[src/hdl/ccr_pkg.sv]
package ccr_pkg;

    localparam int MAX_RADIUS   = 80;
    localparam int COORD_BITS   = 12;
    localparam int RESULT_LIMIT = 64;

    localparam int CENTER_BITS  = 16;
    localparam int RADIUS_BITS  = 7;
    localparam int CORNER_BITS  = 2;
    localparam int DIM_BITS     = 13;
    localparam int COLOR_BITS   = 24;

    localparam int OFF_BITS     = 8;
    localparam int D_BITS       = 14;
    localparam int PIX_BITS     = CENTER_BITS + 2;
    localparam int CNT_BITS     = $clog2(RESULT_LIMIT);

    localparam int IN_BITS      = 48;
    localparam int OUT_BITS     = 80;

    localparam int CFG_ADDR_BITS = 2;
    localparam int CFG_DATA_BITS = COLOR_BITS;

    localparam logic [CFG_ADDR_BITS-1:0] CFG_SCREEN_WIDTH  = 2'd0;
    localparam logic [CFG_ADDR_BITS-1:0] CFG_SCREEN_HEIGHT = 2'd1;
    localparam logic [CFG_ADDR_BITS-1:0] CFG_DRAW_COLOR    = 2'd2;

    localparam logic [DIM_BITS-1:0]   RESET_WIDTH  = 13'd1024;
    localparam logic [DIM_BITS-1:0]   RESET_HEIGHT = 13'd768;
    localparam logic [COLOR_BITS-1:0] RESET_COLOR  = 24'h0000FF;

    localparam logic [CORNER_BITS-1:0] CORNER_UP_LEFT    = 2'd0;
    localparam logic [CORNER_BITS-1:0] CORNER_UP_RIGHT   = 2'd1;
    localparam logic [CORNER_BITS-1:0] CORNER_DOWN_WIDE  = 2'd2;
    localparam logic [CORNER_BITS-1:0] CORNER_DOWN_STEEP = 2'd3;

    typedef enum logic [0:0] {
        ST_IDLE,
        ST_RUN
    } ccr_state_t;

    typedef struct packed {
        logic load;
        logic step;
    } ccr_cmd_t;

    typedef struct packed {
        logic out_free;
        logic last;
    } ccr_status_t;

endpackage

[src/hdl/ccr_ctrl.sv]
module ccr_ctrl
    import ccr_pkg::*;
(
    input  logic        clk,
    input  logic        rst_n,
    input  logic        s_axis_tvalid,
    output logic        s_axis_tready,
    input  ccr_status_t status,
    output ccr_cmd_t    cmd
);

    ccr_state_t state_reg;
    ccr_state_t state_next;

    always_ff @(posedge clk or negedge rst_n)
    begin
        if (!rst_n)
        begin
            state_reg <= ST_IDLE;
        end
        else
        begin
            state_reg <= state_next;
        end
    end

    always_comb
    begin
        state_next = state_reg;
        case (state_reg)
            ST_IDLE:
            begin
                if (s_axis_tvalid)
                begin
                    state_next = ST_RUN;
                end
            end
            ST_RUN:
            begin
                if (status.out_free && status.last)
                begin
                    state_next = ST_IDLE;
                end
            end
            default:
            begin
                state_next = ST_IDLE;
            end
        endcase
    end

    always_comb
    begin
        s_axis_tready = 1'b0;
        cmd.load      = 1'b0;
        cmd.step      = 1'b0;
        case (state_reg)
            ST_IDLE:
            begin
                s_axis_tready = 1'b1;
                cmd.load      = s_axis_tvalid;
            end
            ST_RUN:
            begin
                cmd.step = status.out_free;
            end
            default:
            begin
                s_axis_tready = 1'b0;
            end
        endcase
    end

endmodule

[src/hdl/ccr_datapath.sv]
module ccr_datapath
    import ccr_pkg::*;
(
    input  logic                  clk,
    input  logic                  rst_n,
    input  ccr_cmd_t              cmd,
    output ccr_status_t           status,
    input  logic [IN_BITS-1:0]    req_data,
    input  logic [DIM_BITS-1:0]   screen_width,
    input  logic [DIM_BITS-1:0]   screen_height,
    input  logic [COLOR_BITS-1:0] draw_color,
    input  logic                  m_axis_tready,
    output logic                  m_axis_tvalid,
    output logic [OUT_BITS-1:0]   m_axis_tdata,
    output logic                  m_axis_tlast
);

    localparam logic [PIX_BITS-2:0] COORD_LIM = (PIX_BITS-1)'(1 << COORD_BITS);
    localparam logic [CNT_BITS-1:0] CNT_MAX   = CNT_BITS'(RESULT_LIMIT - 1);
    localparam logic [RADIUS_BITS-1:0] RADIUS_SAT = RADIUS_BITS'(MAX_RADIUS);

    logic [CENTER_BITS-1:0]  cx_reg;
    logic [CENTER_BITS-1:0]  cy_reg;
    logic [CORNER_BITS-1:0]  corner_reg;
    logic signed [OFF_BITS-1:0] x_reg, x_next;
    logic signed [OFF_BITS-1:0] y_reg, y_next;
    logic signed [D_BITS-1:0]   d_reg, d_next;
    logic [CNT_BITS-1:0]     cnt_reg, cnt_next;

    logic                    m_valid_reg, m_valid_next;
    logic [OUT_BITS-1:0]     m_data_reg;
    logic                    m_last_reg;

    logic [CENTER_BITS-1:0]  req_cx;
    logic [CENTER_BITS-1:0]  req_cy;
    logic [RADIUS_BITS-1:0]  req_r;
    logic [CORNER_BITS-1:0]  req_corner;
    logic [RADIUS_BITS-1:0]  r_sat;

    logic signed [PIX_BITS-1:0] cx_s, cy_s, x_s, y_s;
    logic signed [PIX_BITS-1:0] ax, ay, bx, by;
    logic                    a_ok, b_ok;
    logic [COORD_BITS-1:0]   ax_o, ay_o, bx_o, by_o;
    logic                    last;
    logic signed [OFF_BITS-1:0] x_inc, y_dec;
    logic signed [OFF_BITS-1:0] diff;

    function automatic logic coord_ok(input logic signed [PIX_BITS-1:0] p,
                                      input logic [DIM_BITS-1:0] lim);
        logic ok;
        ok = !p[PIX_BITS-1]
            && (p[PIX_BITS-2:0] < COORD_LIM)
            && (p[PIX_BITS-2:0] < {{(PIX_BITS-1-DIM_BITS){1'b0}}, lim});
        return ok;
    endfunction

    assign req_cx     = req_data[CENTER_BITS-1:0];
    assign req_cy     = req_data[2*CENTER_BITS-1:CENTER_BITS];
    assign req_r      = req_data[2*CENTER_BITS+RADIUS_BITS-1:2*CENTER_BITS];
    assign req_corner = req_data[2*CENTER_BITS+RADIUS_BITS+CORNER_BITS-1:
                                 2*CENTER_BITS+RADIUS_BITS];
    assign r_sat      = (req_r > RADIUS_SAT) ? RADIUS_SAT : req_r;

    // mirrored pixel pair for the current step
    assign cx_s = PIX_BITS'($signed({2'b00, cx_reg}));
    assign cy_s = PIX_BITS'($signed({2'b00, cy_reg}));
    assign x_s  = PIX_BITS'(x_reg);
    assign y_s  = PIX_BITS'(y_reg);

    always_comb
    begin
        case (corner_reg)
            CORNER_UP_LEFT:
            begin
                ax = cx_s - x_s; ay = cy_s - y_s; bx = cx_s - y_s; by = cy_s - x_s;
            end
            CORNER_UP_RIGHT:
            begin
                ax = cx_s + x_s; ay = cy_s - y_s; bx = cx_s + y_s; by = cy_s - x_s;
            end
            CORNER_DOWN_WIDE:
            begin
                ax = cx_s - x_s; ay = cy_s + y_s; bx = cx_s + x_s; by = cy_s + y_s;
            end
            default:
            begin
                ax = cx_s - y_s; ay = cy_s + x_s; bx = cx_s + y_s; by = cy_s + x_s;
            end
        endcase
    end

    assign a_ok = coord_ok(ax, screen_width) && coord_ok(ay, screen_height);
    assign b_ok = coord_ok(bx, screen_width) && coord_ok(by, screen_height);
    assign ax_o = a_ok ? ax[COORD_BITS-1:0] : '0;
    assign ay_o = a_ok ? ay[COORD_BITS-1:0] : '0;
    assign bx_o = b_ok ? bx[COORD_BITS-1:0] : '0;
    assign by_o = b_ok ? by[COORD_BITS-1:0] : '0;

    assign last = (y_reg < x_reg) || (cnt_reg == CNT_MAX);

    assign status.out_free = !m_valid_reg || m_axis_tready;
    assign status.last     = last;

    // recurrence update
    assign x_inc = x_reg + OFF_BITS'(1);
    assign y_dec = y_reg - OFF_BITS'(1);
    assign diff  = x_inc - y_dec;

    always_comb
    begin
        x_next   = x_reg;
        y_next   = y_reg;
        d_next   = d_reg;
        cnt_next = cnt_reg;
        if (cmd.load)
        begin
            x_next   = '0;
            y_next   = OFF_BITS'($signed({1'b0, r_sat}));
            d_next   = D_BITS'(3) - D_BITS'($signed({1'b0, r_sat, 1'b0}));
            cnt_next = '0;
        end
        else if (cmd.step && !last)
        begin
            x_next   = x_inc;
            cnt_next = cnt_reg + CNT_BITS'(1);
            if (d_reg > 0)
            begin
                y_next = y_dec;
                d_next = d_reg + (D_BITS'(diff) <<< 2) + D_BITS'(10);
            end
            else
            begin
                d_next = d_reg + (D_BITS'(x_inc) <<< 2) + D_BITS'(6);
            end
        end
    end

    always_ff @(posedge clk)
    begin
        x_reg   <= x_next;
        y_reg   <= y_next;
        d_reg   <= d_next;
        cnt_reg <= cnt_next;
        if (cmd.load)
        begin
            cx_reg     <= req_cx;
            cy_reg     <= req_cy;
            corner_reg <= req_corner;
        end
        if (cmd.step)
        begin
            m_data_reg <= {{(OUT_BITS - COLOR_BITS - 4*COORD_BITS - 2){1'b0}},
                           draw_color, b_ok, by_o, bx_o, a_ok, ay_o, ax_o};
            m_last_reg <= last;
        end
    end

    always_comb
    begin
        if (cmd.step)
        begin
            m_valid_next = 1'b1;
        end
        else if (m_axis_tready)
        begin
            m_valid_next = 1'b0;
        end
        else
        begin
            m_valid_next = m_valid_reg;
        end
    end

    always_ff @(posedge clk or negedge rst_n)
    begin
        if (!rst_n)
        begin
            m_valid_reg <= 1'b0;
        end
        else
        begin
            m_valid_reg <= m_valid_next;
        end
    end

    assign m_axis_tvalid = m_valid_reg;
    assign m_axis_tdata  = m_data_reg;
    assign m_axis_tlast  = m_last_reg;

    a_step_only_when_free: assert property (@(posedge clk) disable iff (!rst_n)
        cmd.step |-> (!m_valid_reg || m_axis_tready))
        else $error("step issued while output stalled");

    a_no_load_during_step: assert property (@(posedge clk) disable iff (!rst_n)
        !(cmd.load && cmd.step))
        else $error("load and step in the same cycle");

    a_last_marked: assert property (@(posedge clk) disable iff (!rst_n)
        (cmd.step && last) |=> (m_axis_tvalid && m_axis_tlast))
        else $error("final step not marked last");

    a_count_restarts: assert property (@(posedge clk) disable iff (!rst_n)
        cmd.load |=> (cnt_reg == '0 && x_reg == '0))
        else $error("step state not cleared on load");

endmodule

[src/hdl/circle_corner_rasterizer_unit.sv]
// a request is loaded into the center, corner and x/y/decision registers; each step then registers a result
// an arc yields up to 64 results, one per recurrence step
// one recurrence step per cycle while the output is not stalled, set by the x/y/decision register loop
// the next request is taken in the cycle after the final result is registered
// reset: asynchronous active-low; registers return to 1024, 768, 0x0000ff, no output pending
module circle_corner_rasterizer_unit
    import ccr_pkg::*;
(
    input  logic                     clk,
    input  logic                     rst_n,
    input  logic                     cfg_we,
    input  logic [CFG_ADDR_BITS-1:0] cfg_addr,
    input  logic [CFG_DATA_BITS-1:0] cfg_data,
    input  logic                     s_axis_tvalid,
    output logic                     s_axis_tready,
    // center_x, center_y, radius, corner, zero fill
    input  logic [IN_BITS-1:0]       s_axis_tdata,
    output logic                     m_axis_tvalid,
    input  logic                     m_axis_tready,
    // first_x, first_y, first_valid, second_x, second_y, second_valid, pixel_color, zero fill
    output logic [OUT_BITS-1:0]      m_axis_tdata,
    output logic                     m_axis_tlast
);

    logic [DIM_BITS-1:0]   screen_width_reg;
    logic [DIM_BITS-1:0]   screen_height_reg;
    logic [COLOR_BITS-1:0] draw_color_reg;

    ccr_cmd_t    cmd;
    ccr_status_t status;

    always_ff @(posedge clk or negedge rst_n)
    begin
        if (!rst_n)
        begin
            screen_width_reg  <= RESET_WIDTH;
            screen_height_reg <= RESET_HEIGHT;
            draw_color_reg    <= RESET_COLOR;
        end
        else if (cfg_we)
        begin
            case (cfg_addr)
                CFG_SCREEN_WIDTH:  screen_width_reg  <= cfg_data[DIM_BITS-1:0];
                CFG_SCREEN_HEIGHT: screen_height_reg <= cfg_data[DIM_BITS-1:0];
                CFG_DRAW_COLOR:    draw_color_reg    <= cfg_data[COLOR_BITS-1:0];
                default:
                begin
                    draw_color_reg <= draw_color_reg;
                end
            endcase
        end
    end

    ccr_ctrl u_ctrl (
        .clk           (clk),
        .rst_n         (rst_n),
        .s_axis_tvalid (s_axis_tvalid),
        .s_axis_tready (s_axis_tready),
        .status        (status),
        .cmd           (cmd)
    );

    ccr_datapath u_datapath (
        .clk           (clk),
        .rst_n         (rst_n),
        .cmd           (cmd),
        .status        (status),
        .req_data      (s_axis_tdata),
        .screen_width  (screen_width_reg),
        .screen_height (screen_height_reg),
        .draw_color    (draw_color_reg),
        .m_axis_tready (m_axis_tready),
        .m_axis_tvalid (m_axis_tvalid),
        .m_axis_tdata  (m_axis_tdata),
        .m_axis_tlast  (m_axis_tlast)
    );

endmodule
[config.mk]
export PLATFORM = sky130hd
export DESIGN_NAME = circle_corner_rasterizer_unit
export DESIGN_NICKNAME = d
export VERILOG_FILES = /design/src/hdl/ccr_pkg.sv /design/src/hdl/ccr_ctrl.sv /design/src/hdl/ccr_datapath.sv /design/src/hdl/circle_corner_rasterizer_unit.sv
export SDC_FILE = /design/constraint.sdc
export NUM_CORES = 1
export LEC_CHECK = 0
export BUFFER_PORTS_ARGS = -buffer_cell sky130_fd_sc_hd__buf_2
export CELL_PAD_IN_SITES_DETAIL_PLACEMENT = 1
export CELL_PAD_IN_SITES_GLOBAL_PLACEMENT = 1
export CORE_MARGIN = 2
export CORE_UTILIZATION = 33
export CTS_BUF_LIST = sky130_fd_sc_hd__clkbuf_8
export CTS_CLUSTER_SIZE = 10
export DETAILED_ROUTE_END_ITERATION = 8
export PLACE_DENSITY_LB_ADDON = 0.1
export SETUP_SLACK_MARGIN = 0.05
export SKIP_LAST_GASP = 1
export SYNTH_ARGS = -nofsm -noshare
export SYNTH_HDL_FRONTEND = slang
export SYNTH_SLANG_ARGS = --single-unit
[constraint.sdc]
create_clock -name clk -period 13.01 [get_ports clk]
set_input_delay 0.6505 -clock clk [delete_from_list [all_inputs] [get_ports clk]]
set_output_delay 0.6505 -clock clk [all_outputs]
set_load 0.01 [all_outputs]
==> results of run 1 <==
area by class of cell:
class                   count  area, sq um
diodes                      1         2.50
clock buffers              17          234
clock inverters            15          238
fillers                  6348        34800
inverters                 136          512
multi-input cells        1571        11900
flip-flops and latches    196         5490
well taps                 748          936
repair buffers            169          898
cells in the mapped netlist, types with 28 or more instances:
library cell,count
ha_1,245
xnor2_1,110
mux2_2,49
o21ai_0,128
a21oi_1,144
nor2_1,160
inv_1,133
nand2_1,127
nor2b_1,30
nand3_1,29
dfrtp_1,41
nor3_1,41
a21o_1,28
edfxtp_1,129
nand2b_1,28
clkbuf_1,49
cells in the final DEF (no fill, tap or decap), drive strengths merged, types with 41 or more instances in the layout:
cell type    n
ha         245
nand2      127
inv        143
dfrtp       41
edfxtp     129
nor2       160
mux2        49
o21ai      132
nor3        56
a21oi      144
xnor2      110
buf        169
layer usage:
layer,vias up,track usage (%),share of wire [%]
met5,-,0,0
met4,0,6.99,2.3
met3,58,3.07,3.2
met2,237,35.8,46
met1,7547,29.7,49
li1,7441,-,-
per-stage QoR:
stage                     power, uW  worst slack [ns]  area [sq um]  hold slack, ns
after global routing           4970              5.59         20200           0.178
final                          4520              5.95         20200           0.163
after CTS                      4570              6.07         20200           0.132
after floorplan                3200              6.60         18300           0.355
after global placement         3960              6.24         19700           0.423
after detailed placement       4050              6.13         19700           0.428
cells by family after synthesis:
family                     synth area share [%]
xor gates and xnor gates                   6.51
muxes                                      4.49
other                                    0.0205
adders and majority gates                  18.0
and+or+nand+nor                            16.3
buffers and inverters                      5.17
AOI/OAI and AO/OA                          19.5
DFF                                        30.0
path summary, 6_finish.rpt:
| path | start | to | slack [ns] | depth (start not counted) |
|---|---|---|---|---|
| setup reg to reg | u_datapath.x_reg[1]$_SDFFE_PP0P_ | u_datapath.m_axis_tdata[48]$_SDFFCE_PN0P_ | 5.95 | 22 |
| min in group clk | s_axis_tdata[26] | u_datapath.cy_reg[10]$_DFFE_PP_ | 0.19 | 1 |
| max in group asynchronous | rst_n | draw_color_reg[12]$_DFFE_PN0P_ | 12.33 | 2 |
| hold reg to reg | draw_color_reg[20]$_DFFE_PN0P_ | u_datapath.m_axis_tdata[70]$_DFFE_PP_ | 0.46 | 0 |
| setup / recovery | u_datapath.x_reg[1]$_SDFFE_PP0P_ | u_datapath.m_axis_tdata[48]$_SDFFCE_PN0P_ | 5.95 | 22 |
| hold / removal | rst_n | draw_color_reg[23]$_DFFE_PN0P_ | 0.16 | 2 |
report_power, final:
part | switching [uW] | internal [uW]
registers | 121 | 893
clock network | 323 | 163
logic | 1800 | 1220
total | 2250 | 2280
worst max-delay path, cell delays in order (launching register included):
cell and delay [ns]:
dfxtp_1 0.58, inv_1 0.31, ha_1 0.37, nand2b_1 0.18, a221oi_1 0.50, o22ai_1 0.36
o221ai_1 0.27, a21oi_1 0.13, xnor2_1 0.14, nand2_1 0.09, o211ai_1 0.18, o21ai_0 0.44
ha_1 0.46, and4_1 0.21, a2111oi_4 0.35, o2111ai_1 0.14, or4_1 0.55, a211oi_2 0.17
nand4b_1 0.30, nor4b_4 0.40, o2111ai_4 0.13, buf_4 0.28, nor3b_1 0.28
==> results.cfg, run 1 <==
[detailed_routing]
drt-total-wl_mm = 61.8
wl_per_cell_um = 21.7
drt_iter0_markers = 766
ant_nets = 0
vias = 15283
drc = 0
via_per_inst = 5.36
drtPass1Iterations = 5

[power]
vdd_drop_max_v = 0.000198
powerDensity_nw_per_um2 = 224
p_leak_uw = 0.00844

[timing]
final.setup.tns_ns = 0
hold_viol_final = 0
timing.final.crit_share_pct = 54.2
slew_violations = 0
worstMarginPinSlew_ns = 1.09
setup_viol = 0
max_freq_mhz = 142
clock_skew_ns = 0.0408
rsz0062_at_grt = false
slew_headroom_pct = 26.6
min_period_ns = 7.06

[floorplan]
dieArea_sq_um = 57300
die_w_um = 239
ioPinCount = 162
fp.dieH_um = 239
initial_core_util_pct = 33.3
row_count = 86
core_area_sq_um = 55000

[grt]
overflow = 0
grt_pass1_wl_mm = 94.3
grt_start_max_net_pins = 58
antenna_found_initial = 1
grt_pass1_vias = 15907
grt_usage_pct = 21.9

[worst_setup_path]
worstPathRequired_ns = 13.42
cp_max_fo = 25
crit_arrival_ns = 7.47
crit_path_start_kind = flip-flop
critical_path.endpoint_type = flip-flop
path_class = flip-flop to flip-flop

[placed_design]
place_hpwl_mm = 48.9
port_buffers = 148
dp.cells = 2820
gp_congestion = 0.912

[synthesis]
yosys-top-cells-area = edfxtp_1 21%, ha_1 17%, dfrtp_1 5.6%
async_reset_ff_share_pct = 26.5
synth_ff_type = edfxtp_1
synth.distinct_cells = 92
synth.avg_cell_area_sq_um = 9.19
synth.yosys.warnings = 0
ys_seq_area_share_pct = 30.0
synth_edf_count = 129
synthCells = 1991
netlist.area_leader.share_pct = 21.2
ys_ff_latch = 196
syn-cell-area_sq_um = 18300
yosys.area.top_type = edfxtp_1

[clock_network]
post_cts_buffers = 0
cts_max_level = 4
clock-root-buffer = clkbuf_8
cts_inserted_buffers = 17
cts_buffer_depth = 2
clkTransAtPathRegs_ns = 0.14
clock_latency_ns = 0.62
clkSinkCount = 196
ctsHoldBuffers = 0
cts_tree = built
ctsResizeCount = 0

[layout]
layout-drive-gt1-share_pct = 16.0
instances_no_fill = 2853
largest_reg_flops = 74
final_core_util_pct = 36.7
finalNetCount = 2426
syn_to_final_growth_pct = 10.4

[job]
maxCapViolations = 0

[min_path]
worst_hold_path_type = input pin to asynchronous set/reset pin

[outcome]
status = finished, final reports clean
(Power assumes the default switching activity.)
==> run 2, diff against run 1 <==
Settings changed: ABC_AREA set to 1.
Clock period 13.01 ns to 6.4 ns, I/O delays scaled along.
==> run 2 against run 1 <==
Setup slack worse by 4.8 ns. Fmax is 36% higher. Cell count is 29% higher. Register-to-register slack worse by 4.8 ns. Non-clock buffer count is 49 higher. Count of clock-buffer cells in the layout stayed put. Synthesized area is 6.9% higher. Wire length is 20% higher. Utilization is 0.50 points higher. Critical path type unchanged. Highest routed layer unchanged. Via count is 23% higher.
==> results.cfg, run 2 <==
[timing]
max_freq_mhz = 192
slew_violations = 0
finalWorstSetupSlack_ns = 1.19
slew_headroom_pct = 29.1
min_period_ns = 5.21
worstMarginPinSlew_ns = 1.06
final.setup.tns_ns = 0
timing.final.crit_share_pct = 81.4
hold_viol_final = 0
setup_viol = 0
rsz0062_at_grt = false
clock_skew_ns = 0.0333

[clock_network]
clkTransAtPathRegs_ns = 0.13
cts_buffer_depth = 2
cts_inserted_buffers = 17
clock-root-buffer = clkbuf_8
cts_max_level = 4
cts_tree = built
clkSinkCount = 196
clock_latency_ns = 0.59

[floorplan]
core_area_sq_um = 58800
ioPinCount = 162
dieArea_sq_um = 61200
fp.dieH_um = 247
row_count = 89
die_w_um = 247
initial_core_util_pct = 33.3

[synthesis]
synth.yosys.warnings = 0
yosys.area.top_type = edfxtp_1
syn-cell-area_sq_um = 19600
netlist.area_leader.share_pct = 19.8
synth_ff_type = edfxtp_1
synthCells = 2729
synth_most_common_cell = nand2_1
synth.avg_cell_area_sq_um = 7.17
synth_top_family_by_area = simple AND/OR/NAND/NOR gates
synth_xor_area_share_pct = 2.64
synth_mux_area_share_pct = 0.633
synth_compound_area_share_pct = 12.9
yosys.area_share.simple_pct = 28.7
synth.distinct_cells = 58
synth_fa_ha_area_share_pct = 16.8
async_reset_ff_share_pct = 26.5
ys_ff_latch = 196
yosys-top-cells-area = edfxtp_1 20%, ha_1 16%, nand2_1 13%
synth_common_cells = 662 x nand2_1, 370 x inv_1, 245 x ha_1
ys_seq_area_share_pct = 28.1
synth_edf_count = 129

[detailed_routing]
drt_iter0_markers = 909
drt-total-wl_mm = 74.5
vias = 18786
via_per_inst = 5.11
drtPass1Iterations = 5
drc = 0
wl_per_cell_um = 20.3
ant_nets = 0

[placed_design]
place_area_sq_um = 20900
gp_congestion = 0.909
place_hpwl_mm = 60.7
port_buffers = 148
dp_worst_setup_slack_ns = 1.20
dp.cells = 3591

[job]
maxCapViolations = 0

[power]
powerDensity_nw_per_um2 = 572
vdd_drop_max_v = 0.000812
p_leak_uw = 0.0108

[layout]
fin_area_sq_um = 21900
syn_to_final_growth_pct = 11.9
final_cell_mix = 662 x nand2_1, 370 x inv_1, 245 x ha_1
largest_reg_flops = 74
instances_no_fill = 3675
finalNetCount = 3224
layout_commonest_cell = nand2_1
layout-drive-gt1-share_pct = 12.4
antenna_cells = 0

[grt]
grt_start_max_net_pins = 75
overflow = 0
grt_pass1_wl_mm = 113
use_met2_pct = 41.4
use_met3_pct = 2.81
met1_usage_pct = 33.6
antenna_found_initial = 1
top_usage_layer = met2
grt_usage_pct = 24.5
grt_pass1_vias = 19147

[worst_setup_path]
cp_max_fo = 25
path_class = flip-flop to flip-flop
worstPathRequired_ns = 6.79
crit_path_start_kind = flip-flop
critical_path.endpoint_type = flip-flop
crit_arrival_ns = 5.60

[min_path]
worst_hold_path_type = input pin to flip-flop

[outcome]
status = finished, final reports clean
==> run 2: final cells by class <==
type	count	area, sq um
Fill cell	7446	36900
Multi-Input combinational cell	2055	12100
Timing Repair Buffer	218	1400
Inverter	401	1510
Sequential cell	196	5490
Tap cell	773	967
Clock inverter	15	204
Clock buffer	17	234
==> run 2: critical path: stages (launching register included) <==
cell and delay (ns):
edfxtp_1 1.07, nand2_2 0.47, inv_2 0.54, nand3_1 0.33
o211ai_1 0.26, nand2_1 0.17, inv_1 0.09, ha_1 0.24
a21oi_1 0.15, o21ai_0 0.10, a21oi_1 0.14, nand2_1 0.11
nand2_1 0.08, nand3_1 0.10, nor2_1 0.13, nand3_1 0.10
nor2_2 0.14, nand4_4 0.45, nor3_1 0.33
==> run 2: power breakdown <==
group	internal [uW]	total [uW]	switching [uW]	leakage, uW
Combinational	3120	9370	6260	0.00860
Clock	339	938	599	0.000216
Sequential	1880	2200	323	0.00199
==> run 2: timing repair <==
action,CTS,global route
endpoints found under the hold margin,93,0
hold buffers,52,0
setup buffers,0,0
gates resized for setup,0,0
==> run 2: metrics by stage <==
stage / utilization (%) / hold slack [ns] / total power (uW)
6_report: 37.2 / 0.0445 / 12500
5_1_grt: 37.2 / 0.0326 / 13900
4_1_cts: 37.2 / 0.00439 / 12600
3_5_place_dp: 35.6 / 0.429 / 11500
3_3_place_gp: 35.6 / 0.422 / 11200
2_1_floorplan: - / 0.0244 / 8700
==> run 2: logic make-up (layout without fill, tap and decap cells) <==
logic type / after synthesis / after routing
adders and majority gates: 256 / 256
and+or+nand+nor: 1272 / 1272
buffers and inverters: 483 / 651
other: 1 / 6
AOI/OAI and AO/OA: 451 / 451
DFF: 196 / 196
muxes: 11 / 11
xor gates and xnor gates: 59 / 59
==> run 2: final timing paths <==
check	slack (ns)	cells past startpoint	end	startpoint
max reg2reg	1.19	18	u_datapath.m_axis_tdata[0]$_SDFFCE_PN0P_	u_datapath.corner_reg[1]$_DFFE_PP_
min	0.04	3	screen_height_reg[12]$_DFFE_PN0P_	cfg_data[12]
max in group asynchronous	5.47	3	u_ctrl.state_reg$_DFF_PN0_	rst_n
min in group asynchronous	0.43	3	screen_height_reg[5]$_DFFE_PN0P_	rst_n
min reg2reg	0.45	0	u_datapath.m_axis_tdata[70]$_DFFE_PP_	draw_color_reg[20]$_DFFE_PN0P_
max	1.19	18	u_datapath.m_axis_tdata[0]$_SDFFCE_PN0P_	u_datapath.corner_reg[1]$_DFFE_PP_
==> run 2: layer usage <==
layer | vias up | wire [um]
met4 | 0 | 1160
li1 | 9283 | -
met3 | 53 | 2150
met2 | 283 | 35100
met1 | 9167 | 36100
met5 | - | 0
==> run 3, diff against run 2 <==
Clock period 6.4 ns to 4.4 ns, I/O delays scaled along.
==> run 3 against run 2 <==
Cell count up 6.0%. Register-to-register slack worse by 1.1 ns. Die area unchanged.
==> results.cfg, run 3 (synthesized netlist as in run 2, its figures left out) <==
[outcome]
status = finished, final reports clean

[floorplan]
dieArea_sq_um = 61200
core_area_sq_um = 58800
row_count = 89
ioPinCount = 162
die_w_um = 247
initial_core_util_pct = 33.3
fp.dieH_um = 247

[layout]
final_cell_mix = 621 x nand2_1, 340 x inv_1, 202 x buf_4
fin_area_sq_um = 25200
largest_reg_flops = 74
syn_to_final_growth_pct = 28.7
layout-drive-gt1-share_pct = 26.0
final_core_util_pct = 42.8
layout_commonest_cell = nand2_1
fill_cells = 7269
finalNetCount = 3445

[power]
power_frac_comb_pct = 79.0
vdd_drop_max_v = 0.00107
seq_power_share_pct = 14.4
p_total_uw = 21500
switching_power_uw = 11700
p_leak_uw = 0.0121
internal_power_uw = 9800
clkPwrFrac_pct = 6.6
powerDensity_nw_per_um2 = 852
p_sw_share_pct = 54.3

[clock_network]
clock_latency_ns = 0.60
clkTransAtPathRegs_ns = 0.14
cts_max_level = 4
clock-root-buffer = clkbuf_8
clkSinkCount = 196
cts_tree = built
cts_buffer_depth = 2
cts_inserted_buffers = 17

[placed_design]
port_buffers = 148
place_area_sq_um = 22000
gp_congestion = 0.919
dp_worst_setup_slack_ns = -0.158
place_hpwl_mm = 64.3

[grt]
overflow = 0
grt_usage_pct = 25.8
grt_pass1_wl_mm = 118
grt_pass1_vias = 20105
grt_start_max_net_pins = 77
antenna_found_initial = 2

[worst_setup_path]
cp_slowest_cell = edfxtp_1
crit_path_start_kind = flip-flop
timing.rr.start = u_datapath.cy_reg[5]$_DFFE_PP_
crit_start = u_datapath.cy_reg[5]$_DFFE_PP_
slowest_delay_ns = 0.55
worstPathRequired_ns = 4.84
crit_arrival_ns = 4.76
crit_path_frequent_cell = nand2_1
path_class = flip-flop to flip-flop
path_delay_family = simple AND/OR/NAND/NOR gates
critical_path.endpoint_type = flip-flop
cp_max_fo = 8
worstPathBufferInverterCount = 8

[detailed_routing]
ant_nets = 0
drc = 0
via_per_inst = 5.10
drtPass1Iterations = 5
drt-total-wl_mm = 80.0
vias = 19880
drt_iter0_markers = 932
wl_per_cell_um = 20.5

[timing]
slew_violations = 0
setup_viol = 0
hold_viol_final = 0
rsz0062_at_grt = true
finalWorstSetupSlack_ns = 0.0803
slew_headroom_pct = 26.3
min_period_ns = 4.32
timing.final.crit_share_pct = 98.2
max_freq_mhz = 231
worstMarginPinSlew_ns = 1.11
clock_skew_ns = 0.0268

[job]
maxCapViolations = 0

[min_path]
worst_hold_path_type = input pin to flip-flop
min_from = s_axis_tdata[34]
==> run 3: layout make-up <==
type / instances / area [sq um] / share of cell area, %
Timing Repair Buffer: 439 / 3340 / 13.3
Antenna cell: 1 / 2.50 / 0.00994
Clock inverter: 15 / 221 / 0.880
Inverter: 401 / 1540 / 6.10
Sequential cell: 196 / 5500 / 21.9
Multi-Input combinational cell: 2055 / 13400 / 53.1
Tap cell: 773 / 967 / 3.84
Clock buffer: 17 / 234 / 0.929
==> run 3: power by group through the flow <==
| stage | Combinational (uW) | Clock, uW | Sequential [uW] |
|---|---|---|---|
| 2_1_floorplan | 9480 | 0 | 3170 |
| 3_3_place_gp | 14500 | 0 | 3090 |
| 3_5_place_dp | 14900 | 0 | 3110 |
| 4_1_cts | 15500 | 1470 | 3080 |
| 5_1_grt | 18800 | 1520 | 3150 |
| 6_report | 17000 | 1420 | 3090 |
==> run 3: worst register-to-register path: cells and delay by family, from the launching register on <==
kind / cells / cell delay [ns]
flops: 1 / 0.55
fa+ha+maj: 2 / 0.49
compound gates: 2 / 0.36
buf+inv: 8 / 0.97
simple gates: 18 / 1.82
==> run 3: through the flow <==
step           TNS [ns]  std cells  hold WS [ns]
2_1_floorplan         0       2734       -0.0756
3_3_place_gp     -0.753       3726         0.396
3_5_place_dp      -4.93       3726         0.398
4_1_cts               0       3842        0.0388
5_1_grt           -2.68       3897        0.0903
6_report              0       3897        0.0829
==> run 3: path summary, 6_finish.rpt <==
path | end | depth (start not counted) | slack (ns)
hold / removal | u_datapath.y_reg[2]$_DFFE_PP_ | 3 | 0.08
hold reg to reg | u_datapath.m_axis_tdata[64]$_DFFE_PP_ | 0 | 0.45
min in group asynchronous | screen_height_reg[3]$_DFFE_PN0P_ | 3 | 0.31
setup / recovery | u_datapath.m_axis_tdata[42]$_SDFFCE_PN0P_ | 30 | 0.08
setup reg to reg | u_datapath.m_axis_tdata[42]$_SDFFCE_PN0P_ | 30 | 0.08
max in group asynchronous | screen_height_reg[1]$_DFFE_PN0P_ | 3 | 3.58
==> run 3: routing by layer <==
metal / track usage (%) / routed length, um / part of all wire, % / up-vias
met5: 0 / 0 / 0 / -
met4: 6.90 / 1680 / 2.1 / 0
met3: 3.51 / 3120 / 3.9 / 66
met2: 43.3 / 38200 / 48 / 342
met1: 34.6 / 37100 / 46 / 9732
li1: - / - / - / 9740
==> run 3: timing repair <==
action                     CTS  global route
buffers inserted            20            54
pin swaps                   13            72
gates cloned                 3             0
hold buffers                61             0
setup endpoints to repair   52            55
gates resized for setup     88           250
hold endpoints to repair   125             0
